--- src/sv/line_follow_pid_steering_unit_macros.svh ---
// ----------------------------------------------------------------------------
// Line follow PID steering unit assertion macros
// Shared concurrent assertion forms, clocked on aclk and held off in reset.
// ----------------------------------------------------------------------------
`ifndef LINE_FOLLOW_PID_STEERING_UNIT_MACROS_SVH
`define LINE_FOLLOW_PID_STEERING_UNIT_MACROS_SVH

// A condition that must hold at every clock edge out of reset.
`define LFPS_ASSERT_ALWAYS(label, cond, msg) \
    label: assert property (@(posedge aclk) disable iff (!aresetn) (cond)) \
        else $error(msg);

// A condition that, once seen, forces another condition in the next cycle.
`define LFPS_ASSERT_NEXT(label, pre, post, msg) \
    label: assert property (@(posedge aclk) disable iff (!aresetn) \
        (pre) |=> (post)) else $error(msg);

`endif

--- src/sv/lfps_pkg.sv ---
// ----------------------------------------------------------------------------
// Line follow PID steering package
// Types, register indexes and fixed constants shared by the steering unit.
// ----------------------------------------------------------------------------
`timescale 1ns / 1ps

package lfps_pkg;

    localparam int CFG_ADDR_W = 3;
    localparam int CFG_DATA_W = 12;
    localparam int POS_W      = 7;
    localparam int ERR_W      = 8;
    localparam int DRIVE_W    = 18;
    localparam int COUNT_W    = 4;

    localparam int S_TDATA_W  = 8;
    localparam int M_TDATA_W  = 48;

    // Filter, integral and boost constants.
    localparam int NO_LINE          = -1;
    localparam int JUMP_LIMIT       = 16;
    localparam int DEADBAND         = 4;
    localparam int SUM_LIMIT        = 120;
    localparam int SUM_RELOAD       = 100;
    localparam int BOOST_LO         = 14;
    localparam int BOOST_HI         = 18;
    localparam int BOOST_COUNT_MAX  = 14;
    localparam int BOOST_ARM        = 4;

    localparam int TARGET_POS_RESET = 16;
    localparam int CRUISE_RESET     = 800;
    localparam int BOOST_RESET      = 1200;

    typedef enum logic [CFG_ADDR_W-1:0] {
        REG_TARGET_POS   = 3'd0,
        REG_GAIN_P       = 3'd1,
        REG_GAIN_I       = 3'd2,
        REG_GAIN_D       = 3'd3,
        REG_CRUISE_SPEED = 3'd4,
        REG_BOOST_SPEED  = 3'd5
    } reg_index_t;

    typedef struct packed {
        logic [5:0]  target_pos;
        logic [7:0]  gain_p;
        logic [7:0]  gain_i;
        logic [7:0]  gain_d;
        logic [11:0] cruise_speed;
        logic [11:0] boost_speed;
    } cfg_t;

    typedef struct packed {
        logic signed [POS_W-1:0] prev_position;
        logic signed [ERR_W-1:0] prev_error;
        logic signed [ERR_W-1:0] error_sum;
        logic [COUNT_W-1:0]      boost_count;
    } state_t;

    typedef struct packed {
        logic signed [POS_W-1:0]   used_position;
        logic signed [DRIVE_W-1:0] right_drive;
        logic signed [DRIVE_W-1:0] left_drive;
    } result_t;

endpackage

--- src/sv/line_follow_pid_steering_unit.sv ---
// ----------------------------------------------------------------------------
// Line follow PID steering unit
// Filters line positions and turns them into left and right motor drives.
// ----------------------------------------------------------------------------
// Each input beat carries one measured line position and yields exactly one
// result beat with the left and right drive values and the filtered position.
// A beat is registered on entry, then combinational logic (filter, three gain
// multiplies, boost counter) updates the controller state and loads the
// result register, so a beat passes the input register and then the result
// register, and one beat can be taken every cycle while the output
// side keeps up. Configuration writes take effect at once and should be made
// while no beat is in flight.
`timescale 1ns / 1ps

module line_follow_pid_steering_unit (
    input  logic                                aclk,
    input  logic                                aresetn,
    // Fields from bit 0: position[6:0].
    input  logic [lfps_pkg::S_TDATA_W-1:0]      s_tdata,
    input  logic                                s_tvalid,
    output logic                                s_tready,
    // Fields from bit 0: left_drive[17:0], right_drive[35:18], used_position[42:36].
    output logic [lfps_pkg::M_TDATA_W-1:0]      m_tdata,
    output logic                                m_tvalid,
    input  logic                                m_tready,
    input  logic                                cfg_wr_en,
    input  logic [lfps_pkg::CFG_ADDR_W-1:0]     cfg_addr,
    input  logic [lfps_pkg::CFG_DATA_W-1:0]     cfg_wdata
);
    import lfps_pkg::*;

    cfg_t                    cfg_reg;
    state_t                  state_reg;
    state_t                  state_next;
    result_t                 result_next;
    result_t                 out_reg;
    logic                    out_vld_reg;
    logic                    in_vld_reg;
    logic signed [POS_W-1:0] in_pos_reg;
    logic                    advance;
    logic                    fire;

    assign advance  = !out_vld_reg || m_tready;
    assign fire     = in_vld_reg && advance;
    assign s_tready = !in_vld_reg || advance;

    lfps_pid_core u_core (
        .position   (in_pos_reg),
        .cfg        (cfg_reg),
        .state      (state_reg),
        .state_next (state_next),
        .result     (result_next)
    );

    always_ff @(posedge aclk) begin
        if (!aresetn) begin
            cfg_reg.target_pos   <= 6'(TARGET_POS_RESET);
            cfg_reg.gain_p       <= '0;
            cfg_reg.gain_i       <= '0;
            cfg_reg.gain_d       <= '0;
            cfg_reg.cruise_speed <= 12'(CRUISE_RESET);
            cfg_reg.boost_speed  <= 12'(BOOST_RESET);
        end else if (cfg_wr_en) begin
            case (reg_index_t'(cfg_addr))
                REG_TARGET_POS:   cfg_reg.target_pos   <= cfg_wdata[5:0];
                REG_GAIN_P:       cfg_reg.gain_p       <= cfg_wdata[7:0];
                REG_GAIN_I:       cfg_reg.gain_i       <= cfg_wdata[7:0];
                REG_GAIN_D:       cfg_reg.gain_d       <= cfg_wdata[7:0];
                REG_CRUISE_SPEED: cfg_reg.cruise_speed <= cfg_wdata;
                REG_BOOST_SPEED:  cfg_reg.boost_speed  <= cfg_wdata;
                default: begin
                end
            endcase
        end
    end

    always_ff @(posedge aclk) begin
        if (!aresetn) begin
            in_vld_reg  <= 1'b0;
            out_vld_reg <= 1'b0;
            state_reg   <= '0;
        end else begin
            if (s_tvalid && s_tready) begin
                in_vld_reg <= 1'b1;
            end else if (fire) begin
                in_vld_reg <= 1'b0;
            end
            if (fire) begin
                out_vld_reg <= 1'b1;
                state_reg   <= state_next;
            end else if (m_tready) begin
                out_vld_reg <= 1'b0;
            end
        end
    end

    // Payload registers carry no reset.
    always_ff @(posedge aclk) begin
        if (s_tvalid && s_tready) begin
            in_pos_reg <= s_tdata[POS_W-1:0];
        end
        if (fire) begin
            out_reg <= result_next;
        end
    end

    assign m_tvalid = out_vld_reg;
    assign m_tdata  = {5'd0, out_reg.used_position, out_reg.right_drive, out_reg.left_drive};

`include "line_follow_pid_steering_unit_macros.svh"

    `LFPS_ASSERT_ALWAYS(a_boost_count_range, state_reg.boost_count <= BOOST_COUNT_MAX, "boost count out of range")
    `LFPS_ASSERT_ALWAYS(a_error_sum_range, (state_reg.error_sum <= SUM_LIMIT) && (state_reg.error_sum >= -SUM_LIMIT), "integral out of range")
    `LFPS_ASSERT_ALWAYS(a_result_matches_state, !out_vld_reg || (out_reg.used_position == state_reg.prev_position), "result position differs from stored position")
    `LFPS_ASSERT_NEXT(a_accept_loads_input, s_tvalid && s_tready, in_vld_reg, "accepted beat not held in input stage")

endmodule

--- src/sv/lfps_pid_core.sv ---
// ----------------------------------------------------------------------------
// Line follow PID core
// Single pass datapath: position filter, PID terms, boost logic and drives.
// ----------------------------------------------------------------------------
`timescale 1ns / 1ps

module lfps_pid_core (
    input  logic signed [lfps_pkg::POS_W-1:0] position,
    input  lfps_pkg::cfg_t                    cfg,
    input  lfps_pkg::state_t                  state,
    output lfps_pkg::state_t                  state_next,
    output lfps_pkg::result_t                 result
);
    import lfps_pkg::*;

    logic signed [POS_W:0]   jump;
    logic                    reject;
    logic signed [POS_W-1:0] used;
    logic signed [ERR_W-1:0] err;
    logic signed [ERR_W:0]   der;
    logic signed [ERR_W:0]   sum_raw;
    logic signed [ERR_W-1:0] sum;
    logic signed [16:0]      term_p;
    logic signed [17:0]      term_d;
    logic signed [16:0]      term_i;
    logic signed [18:0]      corr;
    logic signed [18:0]      base;
    logic signed [18:0]      left_full;
    logic signed [18:0]      right_full;
    logic                    in_window;
    logic [COUNT_W-1:0]      count_inc;
    logic [COUNT_W-1:0]      count_next;

    always_comb begin
        jump   = {position[POS_W-1], position} -
                 {state.prev_position[POS_W-1], state.prev_position};
        reject = (position == POS_W'(NO_LINE)) || (jump > JUMP_LIMIT) || (jump < -JUMP_LIMIT);
        used   = reject ? state.prev_position : position;

        err = $signed({2'b00, cfg.target_pos}) - $signed({used[POS_W-1], used});
        der = {err[ERR_W-1], err} - {state.prev_error[ERR_W-1], state.prev_error};

        // Inside the deadband the integral is dropped rather than held.
        if (err > DEADBAND || err < -DEADBAND) begin
            sum_raw = {state.error_sum[ERR_W-1], state.error_sum} + {err[ERR_W-1], err};
        end else begin
            sum_raw = '0;
        end
        if (sum_raw > SUM_LIMIT) begin
            sum = ERR_W'(SUM_RELOAD);
        end else if (sum_raw < -SUM_LIMIT) begin
            sum = ERR_W'(-SUM_RELOAD);
        end else begin
            sum = sum_raw[ERR_W-1:0];
        end

        term_p = err * $signed({1'b0, cfg.gain_p});
        term_d = der * $signed({1'b0, cfg.gain_d});
        term_i = sum * $signed({1'b0, cfg.gain_i});
        corr   = 19'(term_p) + 19'(term_d) + 19'(term_i);

        in_window = (used > BOOST_LO) && (used < BOOST_HI);
        count_inc = state.boost_count + 1'b1;
        if (in_window && state.boost_count < BOOST_COUNT_MAX) begin
            count_next = count_inc;
            base = (count_inc > BOOST_ARM) ? $signed({7'd0, cfg.boost_speed})
                                           : $signed({7'd0, cfg.cruise_speed});
        end else begin
            count_next = '0;
            base       = $signed({7'd0, cfg.cruise_speed});
        end

        left_full  = base - corr;
        right_full = base + corr;

        state_next.prev_position = used;
        state_next.prev_error    = err;
        state_next.error_sum     = sum;
        state_next.boost_count   = count_next;

        result.used_position = used;
        result.left_drive    = left_full[DRIVE_W-1:0];
        result.right_drive   = right_full[DRIVE_W-1:0];
    end

endmodule

--- config.mk ---
export PLATFORM = sky130hd
export DESIGN_NAME = line_follow_pid_steering_unit
export DESIGN_NICKNAME = d
export VERILOG_FILES = /design/src/sv/lfps_pkg.sv /design/src/sv/line_follow_pid_steering_unit.sv /design/src/sv/lfps_pid_core.sv
export VERILOG_INCLUDE_DIRS = /design/src /design/src/sv
export SDC_FILE = /design/constraint.sdc
export NUM_CORES = 1
export LEC_CHECK = 0
export BUFFER_PORTS_ARGS = -buffer_cell sky130_fd_sc_hd__buf_2
export CORE_UTILIZATION = 63
export CTS_CLUSTER_DIAMETER = 120
export DETAILED_ROUTE_END_ITERATION = 16
export PLACE_DENSITY = 0.82
export SKIP_LAST_GASP = 1
export SLEW_MARGIN = 20
export SYNTH_ARGS = -nofsm -noshare
export SYNTH_HDL_FRONTEND = slang
export SYNTH_SLANG_ARGS = --single-unit
--- constraint.sdc ---
create_clock -name aclk -period 39.8 [get_ports aclk]
set_clock_uncertainty 0.05 [all_clocks]
set_input_delay 5.97 -clock aclk [delete_from_list [all_inputs] [get_ports aclk]]
set_output_delay 5.97 -clock aclk [all_outputs]
set_load 0.01 [all_outputs]
==> metrics.cfg <==
[status]
status = finished clean

[synthesis]
yosysSeqAreaShare = 0.1939
yosysTopAreaCell = fa_1
synth.distinct_cells = 76
synth-edff-count = 49
synth_warnings = 0
avgSynthCellArea_um2 = 8.856
synth-seq-cells = 132
ys_top_cells_by_area = fa_1 (24%), ha_1 (12%), dfxtp_1 (10%)
ys.flop_type = dfxtp_1
synth_cells = 1825
synth_top_area_share = 0.2391
async_flop_share = 0
syn_area_mm2 = 0.01616

[cts]
cts.sinks = 132
hold_buffers = 0
cts_max_path_buffers = 2
clockRootBuffer = clkbuf_16
post_cts_resized = 0
worstSkewPairLatency_ns = 0.43
cts_setup_buffers = 0
h-tree-depth = 4
cts.reportedPaths.clkPinSlew_ns = 0.06
cts_tree = done
cts_buffers = 17

[critical_path]
critPathBufInv = 8
critPathMaxFanout = 35
cp_slowest_cell = a2111oi_4
critPathRequiredTime_ns = 39.93
crit_family = adder cells
cp.arrival_ns = 15.43
cp_common_cell = fa_1
ff2ff_setup_slack_ns = 24.50
cp.depth = 55
worst_setup_path_end_kind = register
max_stage_delay_ns = 0.67
criticalPathCategory = reg2reg
start_kind = register
reg2reg_depth = 55

[route]
drcViolationCount = 0
postRouteAntennaNets = 0
firstDrtPassIters = 8
wl_per_cell_um = 16.35
detail_route.iter0.violations = 887
vias = 12493
drt-total-wl_um = 35970
routed_via_density = 5.679

[placement]
dp_hpwl_um = 28140
dpl_cell_area_mm2 = 0.01673
io_buffers = 71
gp_congestion = 0.8836

[finish]
drive_above_1_share = 0.09358
layout_common_cells = inv_1 (333), nand2_1 (213), fa_1 (193), ha_1 (154), a21oi_1 (107)
nNetsFinal = 2233
final_common_cell = inv_1
fin_area_mm2 = 0.01734
fill_cells = 1873
n_antenna_cell = 0
largest_register_ffs = 54
syn2layout_area_growth_pct = 7.300
fin_util = 0.6887

[timing]
tns_ns = 0
fin_hold_ws_ns = 0.4037
worst_pin_slew_ns = 0.8574
max_slew_margin = 0.4284
slew_viol_final = 0
min_period_ns = 15.30
finalHoldViolations = 0
fmax_mhz = 65.38
min_period_over_period = 0.3843
setup_violations = 0
rsz0062_at_grt = no

[grt]
grt_pass1_wl_um = 59900
antenna_found_initial = 0
gr-total-overflow = 0
grt_usage = 0.2875
grt_max_degree = 67
grt_pass1_vias = 12634

[power]
p_per_area_mw_per_mm2 = 85.10
ir_worst_vdd_uv = 151.1
power_switching_w = 0.0007248
p_int_w = 0.0007510
p_leak_nw = 7.937
seqPwrFrac = 0.150
pwr-share-clk = 0.110
p_sw_frac = 0.4911
p_total_w = 0.001476
combPwrFrac = 0.740

[floorplan]
dieArea_mm2 = 0.02630
io_pins = 78
die_x_um = 162.2
rows = 58
core_area_mm2 = 0.02518
fp.dieH_um = 162.2
start_util = 0.6418

[flow_run]
drv_cap = 0

[min_path]
min_path_cells = 2
hp-class = reg2reg

==> layer usage <==
layer / track usage / share of wire
met1: 0.3559 / 0.40
met2: 0.5086 / 0.50
met3: 0.04622 / 0.067
met4: 0.09777 / 0.026
met5: 0 / 0
==> tightest hold or removal path, stage by stage (launching register included) <==
cell     delay [ns]
dfxtp_1        0.31
nand2_1        0.05
a21oi_1        0.05
==> power by group through the flow <==
stage | combinational, W | clock (W) | sequential (W)
after floorplan | 0.000837 | 0 | 0.000232
after global placement | 0.00103 | 0 | 0.000224
after detailed placement | 0.00108 | 0 | 0.000225
after CTS | 0.00109 | 0.000164 | 0.000222
after global routing | 0.00122 | 0.000169 | 0.000224
final | 0.00109 | 0.000162 | 0.000222
==> cell type report <==
type,count,area [µm²],area share
Multi-Input combinational cell,1284,11460,0.6609
Clock inverter,13,130.1,0.007504
Tap cell,330,412.9,0.02381
Clock buffer,19,475.5,0.02742
Inverter,336,1261,0.07273
Sequential cell,132,3133,0.1807
Timing Repair Buffer,86,467.9,0.02698
==> logic make-up after synthesis <==
logic type | count (synthesis) | share of synthesized area
AOI/OAI and AO/OA | 231 | 0.09383
xor gates and xnor gates | 76 | 0.04281
adders and majority gates | 349 | 0.3597
buffers and inverters | 413 | 0.09832
DFF | 132 | 0.1939
muxes | 32 | 0.02756
other | 1 | 0.0002320
and+or+nand+nor | 591 | 0.1837
==> metrics by stage <==
stage          std cells  worst slack (ns)
2_1_floorplan       1829             26.60
3_3_place_gp        2168             25.07
3_5_place_dp        2168             24.70
4_1_cts             2200             24.67
5_1_grt             2200             23.55
6_report            2200             24.50
==> worst paths after layout <==
check / from / endpoint
setup / recovery: in_pos_reg[0] / m_tdata[17]
hold / removal: cfg_reg[9] / cfg_reg[9]
hold reg to reg: cfg_reg[9] / cfg_reg[9]
setup reg to reg: in_pos_reg[0] / m_tdata[17]
==> synthesized netlist by cell type, types with 3 or more instances <==
master      n
a31o_1      3
nor2b_1    44
o21bai_1   12
a31o_2      5
and4_1      5
xor2_1     22
mux2_1      8
nor2_1     69
a21o_1     14
clkbuf_1   60
edfxtp_1   49
a211oi_1   10
inv_1     335
or4_1       3
buf_1       4
o21ai_0    22
buf_4       9
nor3b_1     8
nand2b_1   18
a21oi_1   107
o31ai_1     3
mux2_2     12
nand3b_1   18
ha_1      155
nand2_1   213
mux2i_1     4
fa_1      193
or3b_2      5
and2_1     85
or2_2       9
nor3_1     25
buf_2       4
or3_1       6
o21a_1     10
nand3_1    52
a211oi_2    3
a31oi_1    12
mux4_2      8
dfxtp_1    83
and3_1     17
nand4_1     6
xnor2_1    52
Note: power is estimated with default switching activity, not from simulation.
